[src/rtl/mpes_pkg.sv]
`default_nettype none

package mpes_pkg;

  localparam int unsigned PHASES       = 4;
  localparam int unsigned CHANNELS     = 16;
  localparam int unsigned PAUSE_TICKS  = 100000;
  localparam int unsigned BEHIND_TICKS = 10000;
  localparam int unsigned ITER_LIMIT   = 838;

  localparam int unsigned TIME_W   = 64;
  localparam int unsigned PERIOD_W = 32;
  localparam int unsigned FRAC_W   = 17;
  localparam int unsigned ITER_W   = 10;
  localparam int unsigned LEVEL_W  = 16;
  localparam int unsigned NPHASE_W = 3;
  localparam int unsigned PH_W     = 2;

  localparam logic [FRAC_W-1:0] Q16_ONE = FRAC_W'(65536);

  // phase count upper clamp
  localparam int unsigned PHASE_CAP = (PHASES < 4) ? PHASES : 4;

  // channels at or above CHANNELS read as low
  localparam logic [LEVEL_W-1:0] CH_MASK =
    LEVEL_W'((64'd1 << CHANNELS) - 64'd1);

  typedef enum logic [1:0] {
    MODE_NORMAL = 2'd0,
    MODE_LOW    = 2'd1,
    MODE_HIGH   = 2'd2,
    MODE_STOP   = 2'd3
  } run_mode_t;

  typedef enum logic [2:0] {
    REG_PERIOD  = 3'd0,
    REG_MODE    = 3'd1,
    REG_PHASES  = 3'd2,
    REG_PATTERN = 3'd3,
    REG_FRAC0   = 3'd4,
    REG_FRAC1   = 3'd5,
    REG_FRAC2   = 3'd6,
    REG_FRAC3   = 3'd7
  } cfg_reg_t;

  typedef struct packed {
    logic [TIME_W-1:0] now_time;
  } in_item_t;

  typedef struct packed {
    logic [LEVEL_W-1:0] pin_levels;
    logic               levels_valid;
    logic [TIME_W-1:0]  next_switch_time;
    logic               is_stopped;
    logic               cycle_started;
  } out_item_t;

  typedef struct packed {
    cfg_reg_t    index;
    logic [63:0] wdata;
  } cfg_wr_t;

  // controller -> datapath
  typedef struct packed {
    logic capture;
    logic div_start;
    logic rebase;
    logic mul;
    logic add;
    logic fin;
    logic load_out;
  } ctrl_cmd_t;

  // datapath -> controller
  typedef struct packed {
    logic stopped;
    logic paused;
    logic ph0;
    logic div_done;
  } dp_stat_t;

endpackage

`default_nettype wire

[src/rtl/mpes_if.sv]
`default_nettype none

interface mpes_in_if;
  import mpes_pkg::*;
  logic     valid;
  logic     ready;
  in_item_t data;
  modport source (output valid, output data, input ready);
  modport sink (input valid, input data, output ready);
endinterface

interface mpes_out_if;
  import mpes_pkg::*;
  logic      valid;
  logic      ready;
  out_item_t data;
  modport source (output valid, output data, input ready);
  modport sink (input valid, input data, output ready);
endinterface

interface mpes_cfg_if;
  import mpes_pkg::*;
  logic    valid;
  logic    ready;
  cfg_wr_t data;
  modport source (output valid, output data, input ready);
  modport sink (input valid, input data, output ready);
endinterface

`default_nettype wire

[src/rtl/mpes_div.sv]
`default_nettype none

// Restoring divider, 0xFFFFFFFF / divisor, one quotient bit per cycle.
module mpes_div (
  input  wire logic                          clk,
  input  wire logic                          rst_n,
  input  wire logic                          start,
  input  wire logic [mpes_pkg::PERIOD_W-1:0] divisor,
  output logic      [mpes_pkg::PERIOD_W-1:0] quotient,
  output logic                               done
);
  import mpes_pkg::*;

  localparam int unsigned CNT_W = $clog2(PERIOD_W);

  logic                busy_r;
  logic                done_r;
  logic [CNT_W-1:0]    cnt_r;
  logic [PERIOD_W-1:0] rem_r;
  logic [PERIOD_W-1:0] quo_r;
  logic [PERIOD_W-1:0] dvs_r;

  logic [PERIOD_W:0]   shifted;
  logic                geq;
  logic [PERIOD_W:0]   diff;
  logic [PERIOD_W-1:0] rem_nxt;

  // dividend is all ones, so every shifted-in bit is 1
  assign shifted = {rem_r, 1'b1};
  assign geq     = shifted >= {1'b0, dvs_r};
  assign diff    = shifted - {1'b0, dvs_r};
  assign rem_nxt = geq ? diff[PERIOD_W-1:0] : shifted[PERIOD_W-1:0];

  always_ff @(posedge clk) begin
    if (!rst_n) begin
      busy_r <= 1'b0;
      done_r <= 1'b0;
      cnt_r  <= '0;
    end else begin
      done_r <= 1'b0;
      if (start) begin
        busy_r <= 1'b1;
        cnt_r  <= '0;
        rem_r  <= '0;
        quo_r  <= '0;
        dvs_r  <= divisor;
      end else if (busy_r) begin
        rem_r <= rem_nxt;
        quo_r <= {quo_r[PERIOD_W-2:0], geq};
        cnt_r <= cnt_r + 1'b1;
        if (cnt_r == CNT_W'(PERIOD_W - 1)) begin
          busy_r <= 1'b0;
          done_r <= 1'b1;
        end
      end
    end
  end

  assign quotient = quo_r;
  assign done     = done_r;

endmodule

`default_nettype wire

[src/rtl/mpes_dp.sv]
`default_nettype none

module mpes_dp (
  input  wire logic                 clk,
  input  wire logic                 rst_n,
  input  wire logic                 cfg_we,
  input  wire mpes_pkg::cfg_wr_t    cfg_wr,
  input  wire mpes_pkg::in_item_t   in_item,
  input  wire mpes_pkg::ctrl_cmd_t  cmd,
  output mpes_pkg::dp_stat_t        stat,
  output mpes_pkg::out_item_t       out_item
);
  import mpes_pkg::*;

  localparam int unsigned MULA_W = ITER_W + 17;
  localparam int unsigned PROD_W = MULA_W + PERIOD_W;

  // configuration
  logic [PERIOD_W-1:0] period_r;
  run_mode_t           mode_r;
  logic [NPHASE_W-1:0] nphase_r;
  logic [63:0]         pattern_r;
  logic [FRAC_W-1:0]   frac_r [4];

  // scheduler state
  logic [PH_W-1:0]     phase_r;
  logic [ITER_W-1:0]   iter_r;
  logic [TIME_W-1:0]   base_r;
  logic [PERIOD_W:0]   latched_r;
  logic                force_r;

  // per-transaction working registers
  logic [TIME_W-1:0]   now_r;
  logic [PERIOD_W-1:0] off_r;
  logic [TIME_W-1:0]   next_r;
  logic [PH_W-1:0]     cb_r;
  logic                started_r;
  out_item_t           out_r;

  logic                normal;
  logic [PH_W-1:0]     ph_eff;
  logic [NPHASE_W-1:0] n_eff;
  logic [PERIOD_W-1:0] quo;
  logic                div_done;
  logic [PERIOD_W-1:0] q_m2;
  logic [PERIOD_W-1:0] lim_cap;
  logic [PERIOD_W-1:0] limit;
  logic                do_rebase;
  logic [FRAC_W-1:0]   frac_sel;
  logic [MULA_W-1:0]   mul_a;
  logic [PROD_W-1:0]   prod;
  logic [PH_W-1:0]     cb_sel;
  logic                behind;
  logic                wrap;
  out_item_t           res;

  function automatic logic [LEVEL_W-1:0] levels_of(input logic [63:0] pat,
                                                   input logic [PH_W-1:0] ph);
    levels_of = pat[{ph, 4'b0000} +: LEVEL_W] & CH_MASK;
  endfunction

  assign normal = (mode_r == MODE_NORMAL);
  assign ph_eff = normal ? phase_r : '0;

  always_comb begin
    if (nphase_r == '0) begin
      n_eff = NPHASE_W'(1);
    end else if (nphase_r > NPHASE_W'(PHASE_CAP)) begin
      n_eff = NPHASE_W'(PHASE_CAP);
    end else begin
      n_eff = nphase_r;
    end
  end

  always_ff @(posedge clk) begin
    if (!rst_n) begin
      period_r  <= '0;
      mode_r    <= MODE_STOP;
      nphase_r  <= NPHASE_W'(2);
      pattern_r <= '0;
      frac_r[0] <= '0;
      frac_r[1] <= Q16_ONE;
      frac_r[2] <= Q16_ONE;
      frac_r[3] <= Q16_ONE;
    end else if (cfg_we) begin
      unique case (cfg_wr.index)
        REG_PERIOD:  period_r  <= cfg_wr.wdata[PERIOD_W-1:0];
        REG_MODE:    mode_r    <= run_mode_t'(cfg_wr.wdata[1:0]);
        REG_PHASES:  nphase_r  <= cfg_wr.wdata[NPHASE_W-1:0];
        REG_PATTERN: pattern_r <= cfg_wr.wdata;
        REG_FRAC0:   frac_r[0] <= cfg_wr.wdata[FRAC_W-1:0];
        REG_FRAC1:   frac_r[1] <= cfg_wr.wdata[FRAC_W-1:0];
        REG_FRAC2:   frac_r[2] <= cfg_wr.wdata[FRAC_W-1:0];
        REG_FRAC3:   frac_r[3] <= cfg_wr.wdata[FRAC_W-1:0];
        default:     ;
      endcase
    end
  end

  mpes_div u_div (
    .clk      (clk),
    .rst_n    (rst_n),
    .start    (cmd.div_start),
    .divisor  (period_r),
    .quotient (quo),
    .done     (div_done)
  );

  // iteration limit: min(q - 2, ITER_LIMIT), zero raised to one
  assign q_m2    = quo - PERIOD_W'(2);
  assign lim_cap = (q_m2 > PERIOD_W'(ITER_LIMIT)) ? PERIOD_W'(ITER_LIMIT) : q_m2;
  assign limit   = (lim_cap == '0) ? PERIOD_W'(1) : lim_cap;
  assign do_rebase = force_r || (latched_r != {1'b0, period_r}) ||
                     ({{(PERIOD_W-ITER_W){1'b0}}, iter_r} == limit);

  assign frac_sel = normal ? frac_r[phase_r] : Q16_ONE;
  assign mul_a    = {1'b0, iter_r, 16'h0000} + MULA_W'(frac_sel);
  assign prod     = PROD_W'(mul_a) * PROD_W'(period_r);

  always_comb begin
    if (normal) begin
      cb_sel = (ph_eff == '0) ? PH_W'(n_eff - 1'b1) : ph_eff - 1'b1;
    end else begin
      cb_sel = (mode_r == MODE_LOW) ? PH_W'(0) : PH_W'(1);
    end
  end

  assign behind = (now_r >= TIME_W'(BEHIND_TICKS)) &&
                  (next_r < now_r - TIME_W'(BEHIND_TICKS));
  assign wrap   = behind || !normal ||
                  ({1'b0, ph_eff} + NPHASE_W'(1) >= n_eff);

  always_ff @(posedge clk) begin
    if (!rst_n) begin
      phase_r   <= '0;
      iter_r    <= '0;
      base_r    <= '0;
      latched_r <= '1;
      force_r   <= 1'b0;
    end else begin
      if (cmd.rebase && do_rebase) begin
        base_r    <= now_r;
        iter_r    <= '0;
        latched_r <= {1'b0, period_r};
        force_r   <= 1'b0;
      end
      if (cmd.fin) begin
        if (wrap) begin
          phase_r <= '0;
          iter_r  <= iter_r + 1'b1;
          if (behind) begin
            force_r <= 1'b1;
          end
        end else begin
          phase_r <= phase_r + 1'b1;
        end
      end
    end
  end

  always_ff @(posedge clk) begin
    if (cmd.capture) begin
      now_r     <= in_item.now_time;
      started_r <= 1'b0;
    end
    if (cmd.rebase) begin
      started_r <= 1'b1;
    end
    if (cmd.mul) begin
      off_r <= prod[16 +: PERIOD_W];
      cb_r  <= cb_sel;
    end
    if (cmd.add) begin
      next_r <= base_r + TIME_W'(off_r);
    end
    if (cmd.load_out) begin
      out_r <= res;
    end
  end

  always_comb begin
    res = '0;
    if (mode_r == MODE_STOP) begin
      res.is_stopped = 1'b1;
    end else if (period_r == '0) begin
      res.pin_levels       = levels_of(pattern_r, PH_W'(0));
      res.levels_valid     = 1'b1;
      res.next_switch_time = now_r + TIME_W'(PAUSE_TICKS);
    end else begin
      res.pin_levels       = levels_of(pattern_r, cb_r);
      res.levels_valid     = 1'b1;
      res.next_switch_time = next_r;
      res.cycle_started    = started_r;
    end
  end

  assign stat.stopped  = (mode_r == MODE_STOP);
  assign stat.paused   = (period_r == '0);
  assign stat.ph0      = (ph_eff == '0);
  assign stat.div_done = div_done;
  assign out_item      = out_r;

endmodule

`default_nettype wire

[src/rtl/mpes_ctrl.sv]
`default_nettype none

module mpes_ctrl (
  input  wire logic                clk,
  input  wire logic                rst_n,
  input  wire logic                in_valid,
  output logic                     in_ready,
  output logic                     out_valid,
  input  wire logic                out_ready,
  input  wire mpes_pkg::dp_stat_t  stat,
  output mpes_pkg::ctrl_cmd_t      cmd
);
  import mpes_pkg::*;

  typedef enum logic [2:0] {
    S_IDLE,
    S_DIV,
    S_REB,
    S_MUL,
    S_ADD,
    S_FIN,
    S_OUT
  } state_t;

  state_t state_r;
  state_t state_nxt;
  logic   out_valid_r;
  logic   out_valid_nxt;
  logic   out_free;

  assign out_free = !out_valid_r || out_ready;

  always_comb begin
    state_nxt     = state_r;
    cmd           = '0;
    out_valid_nxt = out_valid_r && !out_ready;
    unique case (state_r)
      S_IDLE: begin
        if (in_valid) begin
          cmd.capture = 1'b1;
          if (stat.stopped || stat.paused) begin
            state_nxt = S_OUT;
          end else if (stat.ph0) begin
            cmd.div_start = 1'b1;
            state_nxt     = S_DIV;
          end else begin
            state_nxt = S_MUL;
          end
        end
      end
      S_DIV: begin
        if (stat.div_done) begin
          state_nxt = S_REB;
        end
      end
      S_REB: begin
        cmd.rebase = 1'b1;
        state_nxt  = S_MUL;
      end
      S_MUL: begin
        cmd.mul   = 1'b1;
        state_nxt = S_ADD;
      end
      S_ADD: begin
        cmd.add   = 1'b1;
        state_nxt = S_FIN;
      end
      S_FIN: begin
        cmd.fin   = 1'b1;
        state_nxt = S_OUT;
      end
      S_OUT: begin
        if (out_free) begin
          cmd.load_out  = 1'b1;
          out_valid_nxt = 1'b1;
          state_nxt     = S_IDLE;
        end
      end
      default: state_nxt = S_IDLE;
    endcase
  end

  always_ff @(posedge clk) begin
    if (!rst_n) begin
      state_r     <= S_IDLE;
      out_valid_r <= 1'b0;
    end else begin
      state_r     <= state_nxt;
      out_valid_r <= out_valid_nxt;
    end
  end

  assign in_ready  = (state_r == S_IDLE);
  assign out_valid = out_valid_r;

endmodule

`default_nettype wire

[src/rtl/multiphase_pwm_edge_scheduler.sv]
// Flow: a stopped or paused firing goes from accept straight to output; a firing in
//   the middle of a period runs multiply, add and update; a firing that opens a period
//   first runs the 32-step iteration-limit divider (one quotient bit per cycle).
// Throughput: one transaction at a time; the next firing is taken while the previous result
//   waits in the output register.
// Reset (rst_n, synchronous): registers take their documented values, the generator is
//   stopped, phase and iteration return to zero and the next period start rebases.
`default_nettype none

module multiphase_pwm_edge_scheduler (
  input  wire logic clk,
  input  wire logic rst_n,
  mpes_in_if.sink   in_ch,
  mpes_out_if.source out_ch,
  mpes_cfg_if.sink  cfg_ch
);
  import mpes_pkg::*;

  ctrl_cmd_t cmd;
  dp_stat_t  stat;
  logic      in_ready;
  logic      out_valid;
  out_item_t out_item;
  logic      cfg_we;

  // Always ready; user must write config only while no firing is in flight (unchecked).
  assign cfg_ch.ready = 1'b1;
  assign cfg_we       = cfg_ch.valid;

  // Sequencer: accept, optional divide + rebase check at period start, then offset multiply,
  // base add, far-behind check, state update and output; stopped or paused skip to output.
  mpes_ctrl u_ctrl (
    .clk       (clk),
    .rst_n     (rst_n),
    .in_valid  (in_ch.valid),
    .in_ready  (in_ready),
    .out_valid (out_valid),
    .out_ready (out_ch.ready),
    .stat      (stat),
    .cmd       (cmd)
  );

  // Registers, scheduler state, divider, multiplier and output register.
  mpes_dp u_dp (
    .clk      (clk),
    .rst_n    (rst_n),
    .cfg_we   (cfg_we),
    .cfg_wr   (cfg_ch.data),
    .in_item  (in_ch.data),
    .cmd      (cmd),
    .stat     (stat),
    .out_item (out_item)
  );

  assign in_ch.ready  = in_ready;
  assign out_ch.valid = out_valid;
  assign out_ch.data  = out_item;

`ifndef ASSERT_OFF
  // A taken firing keeps the input closed on the next cycle.
  a_busy_after_accept: assert property (@(posedge clk) disable iff (!rst_n)
    (in_ch.valid && in_ch.ready) |=> !in_ch.ready)
    else $error("input accepted twice in a row");

  // The divider is only started by an accepted firing.
  a_div_on_accept: assert property (@(posedge clk) disable iff (!rst_n)
    cmd.div_start |-> (in_ch.valid && in_ch.ready))
    else $error("divider started without a firing");

  // The output register is never overwritten while a result waits.
  a_no_overwrite: assert property (@(posedge clk) disable iff (!rst_n)
    cmd.load_out |-> (!out_ch.valid || out_ch.ready))
    else $error("pending result overwritten");

  // A stopped report carries no levels and no schedule.
  a_stopped_result: assert property (@(posedge clk) disable iff (!rst_n)
    (out_ch.valid && out_ch.data.is_stopped) |->
      (!out_ch.data.levels_valid && !out_ch.data.cycle_started &&
       out_ch.data.next_switch_time == '0 && out_ch.data.pin_levels == '0))
    else $error("stopped result carries data");
`endif

endmodule

`default_nettype wire
[src/flat_wrapper.sv]
// flat-port wrapper written by rule: the top's interface ports become plain ports
module multiphase_pwm_edge_scheduler_flat import mpes_pkg::*;
  (clk, rst_n, in_ch_valid, in_ch_data, in_ch_ready, out_ch_valid, out_ch_data, out_ch_ready, cfg_ch_valid, cfg_ch_data, cfg_ch_ready);
  mpes_in_if in_ch_i ();
  mpes_out_if out_ch_i ();
  mpes_cfg_if cfg_ch_i ();
  input  wire logic clk;
  input  wire logic rst_n;
  input wire logic [$bits(in_ch_i.valid)-1:0] in_ch_valid;
  input wire logic [$bits(in_ch_i.data)-1:0] in_ch_data;
  output wire logic [$bits(in_ch_i.ready)-1:0] in_ch_ready;
  output wire logic [$bits(out_ch_i.valid)-1:0] out_ch_valid;
  output wire logic [$bits(out_ch_i.data)-1:0] out_ch_data;
  input wire logic [$bits(out_ch_i.ready)-1:0] out_ch_ready;
  input wire logic [$bits(cfg_ch_i.valid)-1:0] cfg_ch_valid;
  input wire logic [$bits(cfg_ch_i.data)-1:0] cfg_ch_data;
  output wire logic [$bits(cfg_ch_i.ready)-1:0] cfg_ch_ready;
  assign in_ch_i.valid = in_ch_valid;
  assign in_ch_i.data = in_ch_data;
  assign in_ch_ready = in_ch_i.ready;
  assign out_ch_valid = out_ch_i.valid;
  assign out_ch_data = out_ch_i.data;
  assign out_ch_i.ready = out_ch_ready;
  assign cfg_ch_i.valid = cfg_ch_valid;
  assign cfg_ch_i.data = cfg_ch_data;
  assign cfg_ch_ready = cfg_ch_i.ready;
  multiphase_pwm_edge_scheduler u_core (.clk(clk), .rst_n(rst_n), .in_ch(in_ch_i), .out_ch(out_ch_i), .cfg_ch(cfg_ch_i));
endmodule
[config.mk]
export PLATFORM = sky130hd
export DESIGN_NAME = multiphase_pwm_edge_scheduler_flat
export DESIGN_NICKNAME = d
export VERILOG_FILES = /design/src/rtl/mpes_pkg.sv /design/src/rtl/mpes_if.sv /design/src/rtl/mpes_div.sv /design/src/rtl/mpes_dp.sv /design/src/rtl/mpes_ctrl.sv /design/src/rtl/multiphase_pwm_edge_scheduler.sv /design/src/flat_wrapper.sv
export SDC_FILE = /design/constraint.sdc
export NUM_CORES = 2
export LEC_CHECK = 0
export BUFFER_PORTS_ARGS = -buffer_cell sky130_fd_sc_hd__buf_4
export CAP_MARGIN = 15
export CORE_ASPECT_RATIO = 1.2
export CORE_MARGIN = 4
export CORE_UTILIZATION = 55
export CTS_BUF_LIST = sky130_fd_sc_hd__clkbuf_4 sky130_fd_sc_hd__clkbuf_8
export CTS_CLUSTER_SIZE = 40
export DETAILED_ROUTE_END_ITERATION = 7
export PLACE_DENSITY = 0.75
export SYNTH_ARGS = -nofsm -noshare
export SYNTH_HDL_FRONTEND = slang
export SYNTH_HIERARCHICAL = 1
export SYNTH_SLANG_ARGS = --single-unit
[constraint.sdc]
create_clock -name clk -period 9.1 [get_ports clk]
set_input_delay 0.455 -clock clk [delete_from_list [all_inputs] [get_ports clk]]
set_output_delay 0.455 -clock clk [all_outputs]
set_load 0.01 [all_outputs]
* Word-level counts from Yosys, hierarchy flattened *
Memory sizes are Yosys's and may differ from the RTL's. A register that Yosys moved wholly into a read port is not among the register bits.
Cells that the tools add are included.

cells by class
  $add $sub $neg = 12
  multipliers = 1
  order comparisons = 6
  equal/unequal tests = 21
  shift operators = 1
  multiplexer cells = 67
  bitwise gates (word level) = 6
  reductions and logical operators = 30

operators with widths
  cell                      count
  $mux W32                  5
  $mux W17                  5
  $mux W81                  1
  $add A64 B17 Y64 const B  1
  $add A64 B32 Y64          1
  $ge A64 B14 Y1 const B    1
  $logic_not A32 Y1         2
  $lt A64 B64 Y1            1
  $shiftx A64 B7 Y16        1
  $sub A64 B14 Y64 const B  1
  $mul A27 B32 Y48          1
  $mux W1                   37
  $ge A33 B32 Y1            1
  $ne A33 B32 Y1            1
  $eq A10 B32 Y1            1
  $gt A32 B10 Y1 const B    1
  $sub A32 B2 Y32 const B   1
  $sub A32 B32 Y32          1
  $mux W10                  3
  $add A26 B17 Y27          1
  $eq A3 B3 Y1 const B      7
  $pmux W3 S7               1
  $mux W2                   9
  $mux W3                   6
  other kinds (25)          54

word-level totals
  register bits after elaboration = 564
  memory bits (writable) = 68
  input bits = 136
  output and inout port bits = 86
  word-level logic and storage cells = 172
  memories = 1

memories
  name                words  bits a word  rd ports  clocked after memory_dff  write ports  RTL line       source
  u_core.u_dp.frac_r  4      17           1         1                         4            mpes_dp.sv:23  logic [FRAC_W-1:0] frac_r [4];

* Longest topological paths before layout *
  depth in word-level cells = 12
  mapped depth = 36
  mapped depth without buffers = 32

* Hierarchy *
Netlist, hierarchy kept.

by module, submodules not included
  module                         instances  cells an instance  area each (sq um)  sequential area each (sq um)
  mpes_dp                        1          5468               51180.3            13683.1
  mpes_div                       1          517                5639.2             3022.9
  mpes_ctrl                      1          40                 322.8              80.1
  multiphase_pwm_edge_scheduler  1          2                  11.3               0.0

* Least setup slack after synthesis *
No wires, ideal clock.

  kind = register -> register
  start point = register with a tool-made name
  end point = register u_core.u_dp.off_r[26] (data pin)
  arrival time = 9111 ps
  data required time = 8843 ps
  slack = -268 ps
  stages on the path, launching flop included = 33
  path through = dfxtp_1 > buf_2 > buf_1 > mux4_2 > nand2b_1 > ha_1 > nand3_1 > xnor2_1 > clkbuf_1 > clkbuf_1 > nand2_1 > fa_1 > inv_1 > fa_1 > ha_1 > fa_1 > fa_1 > fa_1 > inv_1 > fa_1 > inv_1 > ha_1 > and4_1 > a2111oi_0 > a21oi_1 > o21ai_0 > a22oi_1 > a31oi_1 > nor3_1 > or2_2 > a311o_1 > a31o_2 > xor2_1

RTL lines
  item                  RTL line        source
  to (signal assigned)  mpes_dp.sv:170  off_r <= prod[16 +: PERIOD_W];
  to (decl)             mpes_dp.sv:34   logic [PERIOD_W-1:0] off_r;

==> summary by stage <==
Synthesis
The synthesized netlist occupies a cell area of 57200 sq um. The number of instances in the synthesized netlist is 6027. The post-synth net total is 7140.

The cell with the most instances after synthesis is nand2_1. The average footprint of a synthesized cell is 9.48 sq um. The share of synthesized area in the top cell type comes to 0.244. The number of flops mapped to enable cells by yosys is 409. The most used flip-flop cell after synthesis is edfxtp_1. After synthesis, the share of flip-flops with an asynchronous set or reset is 0.

The share of the Yosys chip area taken by registers is 0.294. The count of synthesis-stage warnings from yosys is 6. Synthesis inferred 634 register bits. The dominant cell type by area after synthesis is fa_1. The count of different cell masters after synthesis is 109.

Sorting the synthesized cells by how often they occur yields nand2_1 (1051), inv_1 (840), fa_1 (698). After synthesis, the cell types taking the most area are fa_1 (24%), edfxtp_1 (21%), dfxtp_1 (7.9%), nand2_1 (6.9%), ha_1 (6.1%).

Route
The routed design has 164 mm of wire. The DRC violation total after the first TritonRoute iteration is 3832. The via count normalized by instance count is 5.83.

The number of remaining DRC errors is 0. The count of nets left with antenna violations after detail routing is 0. The detailed-routing iteration count for the pre-antenna-repair pass is 6. In the final routed layout, each cell accounts on average for 21.3 um. The total number of vias is 44800.

Pwr
In this run the static leakage power is 0.0284 uW. The power share of the combinational group is 0.189. The clock network power share is 0.338.

The internal portion of total power is 5410 uW. The relative contribution of sequential cells to total power is 0.473. The worst vdd rail ir drop is 144 uV. The switching power share of the total is 0.307. The total power density per cell area is 123 nW/um^2.

The switching power is 2400 uW.

GRT
The total overflow left after global routing is 0. The global-route wire length before repair is 258 mm. Across every metal layer, demand over resource in global routing totals 0.304. The via count of the first global-routing pass is 46600. The number of antenna violations at the first check in global routing is 6.

The pin count of the biggest net entering global routing is 103.

Timing
The count of final max-slew check failures is 0. The share of the cycle needed by the critical path after routing is 0.967. Across all hold checks on the routed design, the worst slack comes to 0.0859 ns. Across all setup checks in the final design, the least slack found is 0.299 ns. Setup repair after global routing could not meet its margin everywhere. The final count of hold timing violations came to 0.

The fmax is 114 MHz. Setup violations remaining at the end of the flow were counted as 0. Headroom to the max-slew limit came out at 0.207. The transition time of the tightest slew-check pin is 1.18 ns.

For the final database, setup skew stands at 0.0560 ns. The final setup TNS is 0 ns. The minimum clock period is 8.80 ns.

Final layout
The area growth from synthesis to layout is 11.3%. The area taken by multi-input logic gates is 35800 sq um. The register cell area after layout is 16800 sq um. The layout cell share with drive strength beyond 1 is 0.101.

For this run, the post-layout net count is 7339. The finished cells cover 63600 sq um. The fill cell instance count of the final layout is 8393.

Critical path
In this run the critical register-to-register path is captured at u_core/u_dp/off_r[26]$_DFFE_PP_. The arrival time at the worst endpoint is 9.28 ns. The kind of critical path is reg2reg.

For this run, the slowest stage of the critical path takes 0.61 ns. The cell seen most often among critical-path stages is fa_1. The biggest fanout along the worst timing path is 21.

The critical path buffer and inverter count is 4. The sort of element at the start of the critical path is a flip-flop. Among cell families on the critical path, the largest total delay comes from adder cells. STA classifies the critical path endpoint as a flip-flop. At the worst endpoint, the required time is 9.58 ns. The slowest stage of the critical path belongs to the cell fa_1.

The worst reg-to-reg setup slack is 0.30 ns. Measured in cells, the most critical reg-to-reg path has a length of 28.

Placement
Timing analysis after detailed placement gives a worst setup slack of 0.210 ns. At the end of routability-driven placement, the weighted congestion stood at 0.966. The sum of net half-perimeters after detailed placement is 123 mm. Port buffering added 220 buffers. The post-placement cell area is 60000 sq um.

Clock network
Buffers added to address setup during post-CTS repair amount to 0. No sink is reached through more buffers than the 3 on the longest clock path. The total clock sinks is 634. TritonCTS created 101 clock buffers.

The CTS tree is yes. The CTS root buffer is clkbuf_8. The CTS H-tree depth is 3. The clock latency at the later pin of the worst-skew pair is 0.77 ns.

The clock-pin slew of the registers on the worst-case setup and hold paths is 0.06 ns.

Floorplanning
The die extent in x is 302 um. The placement row count is 129. The number of top-level design ports is 222. The die area is 109000 sq um. The vertical die dimension is 361 um. The core area is 103000 sq um. The effective utilization at floorplan is 0.554.

Run
The tool flagged a number of max-cap violations equal to 0.

Hold path
The worst hold path was traced through 2 stages. The type of the most critical hold path is in2reg. The path with the worst hold slack has its endpoint at u_core/u_dp/latched_r[32]$_SDFFE_PN1P_.

The startpoint of the worst hold path is rst_n.

Status
The flow ran to the end, and the final reports show no timing, DRC or antenna violations.
## state kept, by name, indices dropped and copies added, names as in the netlist, 3 cells and up, named ones only
| register | flops |
|---|---|
| u_core/u_dp/now_r | 64 |
| u_core/u_dp/next_r | 64 |
| u_core/u_dp/period_r | 32 |
| u_core/u_dp/out_item | 83 |
| u_core/u_ctrl/state_r | 3 |
| u_core/u_dp/nphase_r | 3 |
| u_core/u_dp/u_div/dvs_r | 32 |
| u_core/u_dp/latched_r | 33 |
| u_core/u_dp/off_r | 32 |
| u_core/u_dp/pattern_r | 64 |
| u_core/u_dp/u_div/quotient | 32 |
| u_core/u_dp/base_r | 64 |
| u_core/u_dp/u_div/cnt_r | 5 |
| u_core/u_dp/frac_r | 68 |
| u_core/u_dp/iter_r | 10 |
| u_core/u_dp/u_div/rem_r | 32 |
## logic make-up after synthesis
family          Yosys count  synth area share
simple gates           2117             0.176
buf+inv                1220            0.0833
fa+ha+maj               977             0.306
compound gates          711            0.0794
flops                   634             0.294
xor+xnor                280            0.0429
mux                      87            0.0192
other cells               1         0.0000656
## how the worst max path moves through the flow
stage                                            endpoint  slack (ns)  cells after the start
after detailed placement  u_core/u_dp/off_r[26]$_DFFE_PP_        0.21                     27
after CTS                 u_core/u_dp/off_r[26]$_DFFE_PP_        0.14                     27
after global routing      u_core/u_dp/off_r[26]$_DFFE_PP_       -0.02                     29
after global placement    u_core/u_dp/off_r[26]$_DFFE_PP_        0.27                     28
final                     u_core/u_dp/off_r[26]$_DFFE_PP_        0.30                     28
after floorplan           u_core/u_dp/off_r[26]$_DFFE_PP_        0.09                     32
## cells in the final DEF (no fill, tap or decap), types with 58 or more instances in the layout
cell	count
clkbuf_8	122
ha_1	279
dlygate4sd3_1	129
xnor2_1	162
mux2i_1	58
a21oi_1	230
nand2_1	1051
o21ai_1	74
buf_4	339
inv_1	839
and2_1	191
edfxtp_1	409
dfxtp_1	225
fa_1	698
a211oi_1	61
o21ai_0	84
nand3_1	128
nor2_1	221
nor3_1	65
xor2_1	111
nor2b_1	60
and3_1	132
## routing by layer
layer  up-vias  wire length, um  track usage
li1      19900                -            -
met1     22000            60600        0.378
met3       580            14800       0.0562
met2      2342            77200        0.493
met5         -                0            0
met4         0            11500        0.186
## what timing repair did
item | CTS | global route
hold buffers | 129 | 0
resized for setup | 0 | 16
setup endpoints to repair | 0 | 10
hold endpoints to repair | 167 | 0
## cell type report
class | count | share of cell area
antenna | 4 | 0.000157
multi-input combinational | 4173 | 0.562
sequential | 634 | 0.264
timing repair buffer | 475 | 0.0621
clock inverter | 37 | 0.00441
clock buffer | 155 | 0.0303
tap | 1375 | 0.0270
inverter | 841 | 0.0497
## power by group through the flow
stage | Clock (uW) | Combinational, uW | Sequential (uW)
after floorplan | 0 | 1070 | 3590
after global placement | 0 | 1360 | 3730
after detailed placement | 0 | 1400 | 3740
after CTS | 2680 | 1450 | 3680
after global routing | 2810 | 1620 | 3720
final | 2640 | 1480 | 3690
## stage by stage
step                power (uW)   util  std cells
detailed placement        5130  0.582       7368
floorplan                 4660      -       6027
CTS                       7820  0.616       7689
global placement          5090  0.582       7368
global route              8150  0.617       7692
finish                    7810  0.617       7694
Note: power is estimated with default switching activity, not from simulation.
